===== config.mk =====
export PLATFORM = sky130hd
export DESIGN_NAME = psbfa_ram
export DESIGN_NICKNAME = d
export VERILOG_FILES = /design/src/psbfa_ram.sv
export SDC_FILE = /design/constraint.sdc
export NUM_CORES = 1
export LEC_CHECK = 0
export BUFFER_PORTS_ARGS = -buffer_cell sky130_fd_sc_hd__buf_2
export CELL_PAD_IN_SITES_DETAIL_PLACEMENT = 1
export CELL_PAD_IN_SITES_GLOBAL_PLACEMENT = 2
export CORE_AREA = 2 2 105 148
export DETAILED_ROUTE_END_ITERATION = 10
export DIE_AREA = 0 0 107 150
export GPL_TIMING_DRIVEN = 0
export PLACE_DENSITY = 0.7
export SLEW_MARGIN = 20
export SYNTH_ARGS = -nofsm -noshare
export SYNTH_HDL_FRONTEND = slang
export SYNTH_SLANG_ARGS = --single-unit

===== constraint.sdc =====
create_clock -name clk_i -period 5.4 [get_ports clk_i]
set_clock_uncertainty 0.15 [all_clocks]
set_input_delay 0.27 -clock clk_i [delete_from_list [all_inputs] [get_ports clk_i]]
set_output_delay 0.27 -clock clk_i [all_outputs]
set_load 0.01 [all_outputs]

===== src/psbfa_ram.sv =====
// generic single port ram with registered read
`timescale 1ns / 1ps
module psbfa_ram #(
  parameter int unsigned Depth = 16,
  parameter int unsigned Width = 8
) (
  input  logic                     clk_i,
  input  logic                     we_i,
  input  logic [$clog2(Depth)-1:0] addr_i,
  input  logic [Width-1:0]         wdata_i,
  output logic [Width-1:0]         rdata_o
);
  logic [Width-1:0] mem [Depth];
  always_ff @(posedge clk_i) begin
    if (we_i) mem[addr_i] <= wdata_i;
    rdata_o <= mem[addr_i];
  end
endmodule


==> results of run 1 <==
-- metal layers --
metal,vias up,wire length [microns],global-route usage
met1,1245,4460,0.178
met4,0,109,0.0500
met2,56,6010,0.262
met5,-,0,0
li1,1037,-,-
met3,9,337,0.0466
-- cells in the mapped netlist --
cell,number,area share
sky130_fd_sc_hd__nor3_1,4,0.0040
sky130_fd_sc_hd__dfxtp_1,8,0.032
sky130_fd_sc_hd__nor2_1,13,0.0096
sky130_fd_sc_hd__mux4_2,32,0.14
sky130_fd_sc_hd__clkbuf_1,2,0.0015
sky130_fd_sc_hd__buf_6,2,0.0044
sky130_fd_sc_hd__nand2b_1,2,0.0025
sky130_fd_sc_hd__a22oi_1,16,0.024
sky130_fd_sc_hd__nand3_1,1,0.00099
sky130_fd_sc_hd__nand2_1,9,0.0067
sky130_fd_sc_hd__or3b_2,1,0.0017
sky130_fd_sc_hd__buf_2,2,0.0020
sky130_fd_sc_hd__edfxtp_1,128,0.76
sky130_fd_sc_hd__and2_1,1,0.0012
sky130_fd_sc_hd__nand3b_1,2,0.0030
sky130_fd_sc_hd__nor2b_1,2,0.0025
sky130_fd_sc_hd__buf_1,4,0.0030
sky130_fd_sc_hd__clkbuf_2,1,0.00099
-- registers in the layout, indices dropped and copies added, names as in the netlist --
signal	count
mem	128
rdata_o	8
-- kinds of logic after synthesis --
kind of cell / synth area share
flip-flops: 0.790
AND/OR/NAND/NOR: 0.0321
multiplexers: 0.142
AO/OA/AOI/OAI: 0.0237
buffers and inverters: 0.0119
-- metrics by stage --
| step | hold WS [ps] | instances | area (sq um) | setup WS [ps] |
|---|---|---|---|---|
| after floorplan | 219 | 230 | 5070 | 3490 |
| after global placement | 509 | 441 | 5400 | 2850 |
| after detailed placement | 521 | 442 | 5430 | 2780 |
| after CTS | 90.5 | 474 | 5970 | 3180 |
| after global routing | 101 | 474 | 5970 | 3050 |
| final | 96.0 | 474 | 5970 | 3180 |
-- power by group through the flow --
stage / Combinational, uW / Sequential (uW) / Clock [uW]
3_5_place_dp: 119 / 1210 / 0
6_report: 116 / 1190 / 1050
3_3_place_gp: 115 / 1210 / 0
2_1_floorplan: 60.8 / 1210 / 0
4_1_cts: 119 / 1190 / 1070
5_1_grt: 127 / 1190 / 1110
-- cell usage in the layout, fill, tap and decap left out --
cell type,count
sky130_fd_sc_hd__buf_2,21
sky130_fd_sc_hd__a22oi_1,16
sky130_fd_sc_hd__buf_4,1
sky130_fd_sc_hd__buf_6,2
sky130_fd_sc_hd__nand2b_1,2
sky130_fd_sc_hd__clkinv_1,1
sky130_fd_sc_hd__clkbuf_1,6
sky130_fd_sc_hd__nand3_1,1
sky130_fd_sc_hd__clkbuf_16,17
sky130_fd_sc_hd__nor2b_1,2
sky130_fd_sc_hd__clkinv_2,3
sky130_fd_sc_hd__clkinvlp_4,1
sky130_fd_sc_hd__bufinv_16,1
sky130_fd_sc_hd__nor2_1,13
sky130_fd_sc_hd__or3b_2,1
sky130_fd_sc_hd__buf_1,4
sky130_fd_sc_hd__nor3_2,4
sky130_fd_sc_hd__nand2_1,9
sky130_fd_sc_hd__mux4_2,32
sky130_fd_sc_hd__and2_1,1
sky130_fd_sc_hd__clkbuf_2,1
sky130_fd_sc_hd__dfxtp_1,8
sky130_fd_sc_hd__clkinv_4,4
sky130_fd_sc_hd__edfxtp_1,128
sky130_fd_sc_hd__inv_6,1
sky130_fd_sc_hd__nand3b_1,2
-- path summary, 6_finish.rpt --
check              from         end  slack (ps)  cells after the start
min reg2reg   mem[5][4]  rdata_o[4]         530                      3
max reg2reg  mem[11][6]  rdata_o[6]        3850                      3
min          wdata_i[0]   mem[2][0]         100                      1
max           addr_i[1]  mem[15][2]        3180                      4
-- area by class of cell --
class | instances | area, sq um
fillers | 1388 | 8820
flip-flops and latches | 136 | 4000
multi-input cells | 83 | 1020
clock buffers | 21 | 440
well taps | 192 | 240
repair buffers | 20 | 103
clock inverters | 11 | 100
plain buffers | 11 | 60.1
==> run summary, run 1 <==
The count of input and output buffers is 19, and the final total negative setup slack is 0 ps. The final worst-path cycle share works out to 0.411. Static timing analysis puts the maximum clock frequency at 451 MHz. The die outline area is 16100 sq um. The floorplan core area is 14800 sq um. The total design power was 2350 uW. For this design, the sink count on the clock tree is 136. The run finished with clean final reports. Max-cap violations in this run came to 0. The register share of total power is 0.505, and the number of cells produced by synthesis is 230. STA classifies the critical path endpoint as a flop.

The run gives 0.790 as the sequential cell area fraction in the yosys report. The net switching share of the total power was 0.210. TritonCTS built the clock tree. For this design the ratio of total power to cell area is 394 nW/um^2. Buffers inserted during clock tree synthesis total 17.

Dividing the detail-routed via count by the number of cells gives 4.95. In this design, the largest share of critical-path delay is due to simple AND/OR/NAND/NOR gates. The shortest clock period the worst path allows after layout is 2220 ps, and the number of nets in the finished design is 283. Buffers added to address setup during post-CTS repair amount to 0.

The transition time at the pin with the least slew margin is 946 ps, and the width of the die is 107 microns. The vertical die dimension is 150 microns. The first detailed-routing pass ran for 4 iterations.

The final hold violation count is 0. The number of levels the H-tree was split into is 4, and the biggest cell delay along the critical path is 790 ps. The logs give 0.404 for the core utilization of the finished layout and 18 for the unique cell type count in the Yosys netlist.

The tools report the warning count from the yosys run as 0. The logs give 0 for the aggregate global routing overflow and 0 for the number of slew-limit violations in the final report. The tools report the overall via count from detail_route as 2347. The worst-case IR drop observed on VDD is 0.000170 V. Entering global routing, the biggest net connects 17 pins.

The cell with the largest stage delay on the worst path is sky130_fd_sc_hd__nor2_1. The half-perimeter wire length of the detailed placement result was 7320 microns; the final estimated routing congestion in global placement was 0.736. The cell row count is 53, and the largest fanout on the critical path is 10.

The arrival time at the worst endpoint was 2100 ps. The internal portion of the total power is 1860 uW. Relative to the synthesized area, the layout overhead comes to 17.8%. Boundary pin count: 22.

The worst hold path belongs to the class primary input to flop. The run gives 2542 as the via count of the first global-routing pass. The run gives 177 as the number of DRC violations after detailed-routing iteration 0. The count of buffering cells on the critical path with inverters included works out to 2. After detailed routing, the number of remaining DRC violations is 0. In this run the power spent charging and discharging nets is 493 uW.

The worst setup path is launched from a primary input. Number of antenna violations at the first check in global routing: 0. The critical path goes through buf_2, buf_1, nand2_1, nor2_1.

The effective utilization at floorplan was 0.343; the clock latency reported for the late side of the worst-skew pair was 420 ps. Counting flops and latches in the post-synthesis netlist gives 136. The analysis attributes to cell leakage a power of 0.00191 uW.

Dividing the detail-routed wire length by the instance count gives 23.0 microns. The number of inserted diodes was 0; the total of endpoints with negative setup slack in the final report was 0. The number of nets in the synthesized netlist is 244. The combinational group share of total power is 0.049. The worst setup path is of the primary input to flop kind. Clock-pin slew was measured on the worst setup and hold paths at 50 ps.

The worst slew margin relative to its limit is 0.367. The share of layout cells above drive strength 1 was 0.316. The post-cts hold buffer count came out at 0. Setup repair after global routing left no endpoint under its margin. The total wire length after detailed routing came out at 10900 microns.

The wire length of the first global-routing pass is 16400 microns, and the global router's overall resource usage is 0.151. The tools report the number of gates resized after CTS as 0. The tools report the part of the total power dissipated in the clock network as 0.446. STA puts the critical path data required time at 5280 ps. The detail route stage leaves a number of antenna-violating nets equal to 0. The maximum number of buffers from clock root to sink was 2; the combined area of all synthesized cells was 5070 sq um. Dividing the synthesized area by the synthesized cell count gives 22.0 sq um.

The cell at the root of the clock tree was sky130_fd_sc_hd__clkbuf_16.
Note: power is estimated with default switching activity, not from simulation.
==> inputs of run 2 (changes only) <==
clock period = 2.1 ns   (was 5.4 ns; I/O delays follow)
==> run 2 against run 1 <==
Effect of this change:
- clock-buffer cell count unchanged
- register-to-register slack worse by 3300 ps
- die area did not move
- first-iteration DRC count up 3.4%
- setup slack worse by 3100 ps
- utilization rose by 0.54 points
- final area increased by 1.3%
- non-clock buffer count up 8
- sequential share of layout area shrank 0.89 points
- worst hold slack improved by 11 ps
- critical endpoint is now mem[15][4]
- highest routed layer unchanged
==> run summary, run 2 (synthesis gave the netlist of run 1 again) <==
The run finished with clean final reports. The run gives 2567 as the via count of the first global-routing pass. The tools report the met1 track demand over resource as 0.179. For the final hold violation count, the log shows 0.

Counting cells, the worst reg-to-reg path comes to 3. The min-delay analysis places its worst path in the category primary input to flop. Setup violations remaining at the end of the flow were counted as 0. Derived from the worst setup path, the maximum achievable clock frequency is 488 MHz. The logs give 2 for the maximum number of buffers from clock root to sink and 6050 sq um for the cell area after layout. The share of layout cells above drive strength 1 is 0.307, and the number of gates resized after CTS is 0.

The run gives 17 as the pin count of the biggest net entering global routing. Setup repair after global routing could not meet its margin everywhere. Of all nets on the critical path, the largest fanout is 10. The met3 routing resource usage after global routing was 0.0462; the cell count after placement was 442. The shortest clock period the worst path allows after layout came out at 2050 ps.

TritonCTS built the clock tree. After global routing the overflow that remains totals 0. The remaining number of nets flagged by the antenna check after routing was 0. The tools report the launching element type of the critical path as a primary input. For the boundary pin count, the log shows 22. Final worst-path cycle share: 0.975. The length of the first detailed-routing pass in iterations came out at 4. At the pin with the least slew margin, the transition time is 938 ps.

Number of levels the H-tree was split into: 4. Core utilization of the finished layout: 0.409. The logs give 1980 ps for the data required time at the worst endpoint and 2382 for the overall via count from detail_route. The cell with the largest stage delay on the worst path was sky130_fd_sc_hd__nor2_1. The most used routing layer in global routing was met2. The number of antenna violations at the first check in global routing was 0. On the worst path, the slowest cell contributes a delay of 780 ps. After detailed routing, the number of vias per cell comes to 4.94.

Row generation in the floorplan step produced 53 rows. Clock tree synthesis inserted a total of 17 buffers. After legalization and detailed placement, the total HPWL measured 7320 microns. The repair_antennas step left the layout with diodes totalling 0. The logs give 183 for the number of DRC violations after detailed-routing iteration 0 and 0.736 for the final estimated routing congestion in global placement.

After detailed routing, the number of remaining DRC violations is 0. The worst-case IR drop observed on VDD is 0.000436 V. Power spread over the standard cell area amounts to 1000 nW/um^2. The library cell used most frequently in the layout, excluding fill and tap cells, is sky130_fd_sc_hd__edfxtp_1. After detailed placement, the total cell area comes to 5430 sq um.

Wires add up to 10900 microns. The width of the die is 107 microns. In this run the clock root is driven by a sky130_fd_sc_hd__clkbuf_16.

Start-to-end type of the worst setup path: primary input to flop. The vertical die dimension is 150 microns. The top cell types in the final layout, fill and taps aside, are 128 x sky130_fd_sc_hd__edfxtp_1, 32 x sky130_fd_sc_hd__mux4_2, 21 x sky130_fd_sc_hd__buf_2.

For this design the static power due to leakage is 0.00195 uW. Hold slack: 107 ps. The signal on the critical path passes through buf_2, buf_1, nand2_1, nor2_1. The run gives 0 as the number of maximum-capacitance violations. For the global router's overall resource usage, the log shows 0.152. The effective utilization at floorplan was 0.343; the number of sinks driven by the clock tree was 136. STA puts the critical path data arrival time at 1930 ps. The clock latency reported for the late side of the worst-skew pair was 420 ps; the average routed wire per standard cell was 22.7 microns. The count of input and output buffers was 19; the die outline area was 16100 sq um. The region available for standard cell placement spans 14800 sq um. Compared with the post-synthesis result, the final layout area differs by 19.4%. The largest registers in the layout are mem x128, rdata_o x8. After clock tree synthesis, the clock-pin slew on the worst setup and hold paths is 50 ps.

The flip-flop count of the largest register, all copies and words added is 128, and the wire length of the first global-routing pass is 16500 microns. The worst slew margin relative to its limit came out at 0.372. After the last flow step, the layout net total stands at 291.

The number of slew-limit violations in the final report was 0; the final non-filler cell total was 482. The met2 track demand over resource in global routing was 0.264. Overall power consumption after layout is estimated at 6060 uW. The register ranked first by flip-flop count was mem. Counting instances, the worst hold path has a depth of 3. The sort of element at the end of the critical path was a flop.
==> run 2: cell count changes in the layout (fill, tap and decap cells not counted), sizes merged <==
cell,before,now
dlygate4sd3,0,8
==> run 2: critical path: cells and delay by family <==
family / cells / cell delay (ps)
buf+inv: 2 / 780
simple gates: 2 / 1040
==> run 2: final cells by class <==
type                    instances  area, sq um
plain buffers                  11         60.1
clock buffers                  21          440
clock inverters                11          100
fillers                      1387         8740
multi-input cells              83         1020
flip-flops and latches        136         4000
well taps                     192          240
repair buffers                 28          183
==> run 2: path summary, 6_finish.rpt <==
path | start | endpoint | slack (ps)
worst max register to register | mem[11][6] | rdata_o[6] | 550
worst max-delay path | addr_i[1] | mem[15][4] | 50
worst min register to register | mem[5][4] | rdata_o[4] | 530
worst min-delay path | we_i | mem[8][7] | 110
==> run 2: stage by stage <==
| step | setup TNS, ps | setup WS (ps) |
|---|---|---|
| 3_3_place_gp | -16360 | -280 |
| 3_5_place_dp | -21650 | -354 |
| 2_1_floorplan | 0 | 352 |
| 6_report | 0 | 52.0 |
| 4_1_cts | 0 | 49.8 |
| 5_1_grt | -2530 | -85.7 |
==> run 2: per-layer routing <==
metal  wire length (microns)  share of wire
met5                       0              0
met4                     132          0.012
met3                     287          0.026
met2                    6030           0.55
met1                    4490           0.41
==> run 2: where the power goes <==
part | internal (uW) | leakage, uW | total (uW) | switching, uW
registers | 3040 | 0.00122 | 3050 | 15.6
logic | 125 | 0.000461 | 310 | 185
clock network | 1620 | 0.000263 | 2700 | 1070
total | 4790 | 0.00195 | 6060 | 1270
==> run 2: repair_timing <==
item,4_1_cts,5_1_grt
buffers inserted,0,0
hold endpoints to repair,128,0
hold buffers,8,0
setup endpoints to repair,0,38
==> inputs of run 3 (changes only) <==
ABC_AREA = 1   (was default)
CORE_AREA = 10 10 118 163   (was 2 2 105 148)
DIE_AREA = 0 0 128 173   (was 0 0 107 150)
PLACE_DENSITY = 0.8   (was 0.7)
SETUP_SLACK_MARGIN = 0.05   (was default)
==> run 3 against run 2 <==
Effect of this change:
- the run now ends with negative hold slack left
- wire length increased by 31%
- final area increased by 7.8%
- die area increased by 38%
- combinational power increased by 30%
- sequential share of layout area decreased by 4.8 points
- clock-buffer cell count decreased by 1
- register-to-register slack improved by 350 ps
- worst hold slack got worse by 110 ps
- synthesized cell count increased by 140%
- critical path type unchanged
- highest routed layer unchanged
==> run summary, run 3 <==
Setup violations remaining at the end of the flow were counted as 0. The run gives 136 as the number of sinks driven by the clock tree. The first global-routing pass estimated 22700 microns of wire. The overall via count from detail_route is 3713, and the number of cells traversed by the worst register-to-register path is 8. The critical path goes through buf_2, clkbuf_1, nand3_1, nor2_1. Launching point of the worst reg2reg path: mem[14][0]. 0 antenna diodes ended up in the layout. After layout, the design draws a total of 6130 uW. Derived from the worst setup path, the maximum achievable clock frequency is 551 MHz. After synthesis the cells add up to 5590 sq um. The number of maximum-capacitance violations is 0, and the worst slew margin relative to its limit is 0.480.

The number of levels the H-tree was split into was 4. The register ranked first by flip-flop count is mem. Entering global routing, the biggest net connects 17 pins. The register with the most flip-flops in the layout has 128 of them. In this design, the stage delay of the slowest critical-path cell is 680 ps. sky130_fd_sc_hd__edfxtp_1 takes more of the synthesized area than any other cell. The final layout contains routed wiring with a total length of 14300 microns.

The slowest stage of the critical path belongs to the cell sky130_fd_sc_hd__nor2_1. The path with the worst hold slack has its endpoint at mem[14][2]. The clock period could shrink to 1820 ps. The classification of the worst-slack hold path is primary input to flop.

The number of slew-limit violations in the final report was 0; the warning count from the yosys run was 0. After synthesis, the cell types taking the most area are sky130_fd_sc_hd__edfxtp_1 69%, sky130_fd_sc_hd__nand2_1 23%, sky130_fd_sc_hd__dfxtp_1 2.9%. TritonCTS built the clock tree. The share of layout cells above drive strength 1 came out at 0.104. In this run the clock root is driven by a sky130_fd_sc_hd__clkbuf_16. Measured along the x axis, the die boundary spans 128 microns.

The number of enable-type register cells in the synthesized netlist works out to 128. For the pin with the worst max-slew slack, the measured transition is 777 ps. The depth of the worst hold-timing path works out to 1. Setup repair after global routing left no endpoint under its margin. The number of synthesized register bits works out to 136.

Detailed placement finished with a half-perimeter wire length of 9940 microns. The run gives 4088 as the via count of the first global-routing pass. The library cell used most frequently in the layout, excluding fill and tap cells, is sky130_fd_sc_hd__nand2_1. The final hold violation count was 9; the mean post-synth cell area was 10.2 sq um.

The cell count after synthesis came out at 548. The start-to-end type of the worst setup path was primary input to flop. Prevailing post-synth register cell: sky130_fd_sc_hd__edfxtp_1. The number of nets in the synthesized netlist is 562. For the effective utilization at floorplan, the log shows 0.347. Global routing finished with a remaining overflow of 0. In the layout the commonest cells are 346 x sky130_fd_sc_hd__nand2_1, 128 x sky130_fd_sc_hd__edfxtp_1, 32 x sky130_fd_sc_hd__buf_2. Once layout is complete, the cells apart from fillers number 803.

In this run the most critical hold path is launched from wdata_i[2]. The logs give 0 for the number of remaining DRC errors and -1.60 ps for the hold slack. For the worst-case setup slack after placement, the log shows -203 ps. The number of antenna violations at the first check in global routing is 0, and the share of the synthesized area in the top cell type is 0.687.

The share of flip-flops with an asynchronous set or reset is 0, and the remaining number of nets flagged by the antenna check after routing is 0. The run gives 0.716 as the sequential cell area fraction in the yosys report. The count of input and output buffers works out to 20. By count the netlist is led by 346 x sky130_fd_sc_hd__nand2_1, 128 x sky130_fd_sc_hd__edfxtp_1, 21 x sky130_fd_sc_hd__inv_1, 18 x sky130_fd_sc_hd__nor2_1, 12 x sky130_fd_sc_hd__buf_2. The setup slack on the worst flop-to-flop path was 900 ps. The arrival time at the worst endpoint is 1710 ps. The post-CTS clock slew at the launch and capture registers of the worst setup and hold paths was 60 ps. For the boundary pin count, the log shows 22. The average routed wire per standard cell was 17.8 microns. The final worst-path cycle share came out at 0.865.

Counting along the longest clock path gives a buffer depth of 2. The cell row count is 55. The cell count after placement came out at 767. The largest fanout on the critical path works out to 10. Buffers inserted during clock tree synthesis total 17. IR analysis of the VDD net gives a maximum drop of 0.000575 V. The tools report the number of DRC violations after detailed-routing iteration 0 as 209. The leakage power total is 0.00277 uW, and the cell area power density is 940 nW/um^2.

Endpoint of the most critical register-to-register path: rdata_o[0]. The flow ran to the end, but the final reports show violations. The logs give 22100 sq um for the die outline area and 0.136 for the global router's overall resource usage. Routability-driven placement finished with a final weighted congestion of 0.779. The tools report the core utilization of the finished layout as 0.405.

For this run, the post-layout net count is 607. The total area inside the core boundary comes to 16100 sq um. The largest registers in the layout are mem x128, rdata_o x8. The vertical die dimension came out at 173 microns.

By instance count, the leading cell after synthesis is sky130_fd_sc_hd__nand2_1. The sort of element at the end of the critical path is a flop. The clock reaches the later pin of the worst-skew pair after 420 ps.

STA puts the critical path data required time at 1990 ps. Launching element type of the critical path: a primary input. The tools report the unique cell type count in the Yosys netlist as 11.

The area growth from synthesis to layout was 16.6%. Worst setup slack after layout: 284 ps. The length of the first detailed-routing pass in iterations is 4, and the via density per instance is 4.62. For the number of fillers in the final layout, the log shows 1850.

The final reports fail on negative hold slack.
[run 3: cell types whose count changed in the layout (fill, tap and decap cells not counted), sizes merged, moves of 5 or more]
cell / before / now
nand2: 9 / 346
mux4: 32 / 0
inv: 1 / 22
a22oi: 16 / 0
buf: 28 / 38
nor2: 13 / 18
[run 3: worst max-delay path by stage]
| stage | start | end | slack, ps | depth (start not counted) |
|---|---|---|---|---|
| floorplan | addr_i[1] | mem[3][0] | 470 | 4 |
| global placement | addr_i[1] | mem[15][1] | -160 | 4 |
| detailed placement | addr_i[1] | mem[15][1] | -200 | 4 |
| CTS | addr_i[1] | mem[15][3] | 230 | 4 |
| global route | addr_i[1] | mem[2][0] | 110 | 4 |
| finish | addr_i[1] | mem[15][3] | 280 | 4 |
[run 3: final cells by class]
class | instances | area [sq um] | share of cell area
Buffer | 21 | 116 | 0.0178
Sequential cell | 136 | 4000 | 0.614
Tap cell | 199 | 249 | 0.0382
Clock buffer | 20 | 437 | 0.0670
Inverter | 23 | 86.3 | 0.0132
Multi-Input combinational cell | 368 | 1390 | 0.213
Clock inverter | 10 | 82.6 | 0.0127
Timing Repair Buffer | 26 | 160 | 0.0246
[run 3: worst max-delay path: cells and delay by family]
| kind | cells | cell delay, ps |
|---|---|---|
| buf+inv | 2 | 600 |
| simple gates | 2 | 1010 |
[run 3: kinds of logic (layout without fill, tap and decap cells)]
logic type    Yosys count  after routing  synth area share
simple gates          368            368             0.248
flops                 136            136             0.716
buf+inv                44            100            0.0362
[run 3: per-layer routing]
layer	part of all wire	track usage	vias up
li1	-	-	1841
met1	0.43	0.160	1807
met2	0.53	0.236	47
met3	0.022	0.0242	18
met4	0.020	0.0532	0
met5	0	0	-
[run 3: report_power, final]
part / total (uW) / switching [uW] / internal [uW] / leakage, uW
registers: 3050 / 15.1 / 3040 / 0.00122
clock network: 2680 / 1080 / 1600 / 0.000244
logic: 403 / 291 / 111 / 0.00130
total: 6130 / 1390 / 4740 / 0.00277
[run 3: through the flow]
stage          cell area [sq um]  setup TNS (ps)
6_report                    6520               0
5_1_grt                     6520               0
4_1_cts                     6520               0
3_5_place_dp                5940          -16010
3_3_place_gp                5940          -10550
2_1_floorplan               5590               0
[run 3: what timing repair did]
action,in CTS,in global routing
endpoints found under the hold margin,54,0
hold buffers,6,0
resized for setup,0,0
buffers inserted,0,0
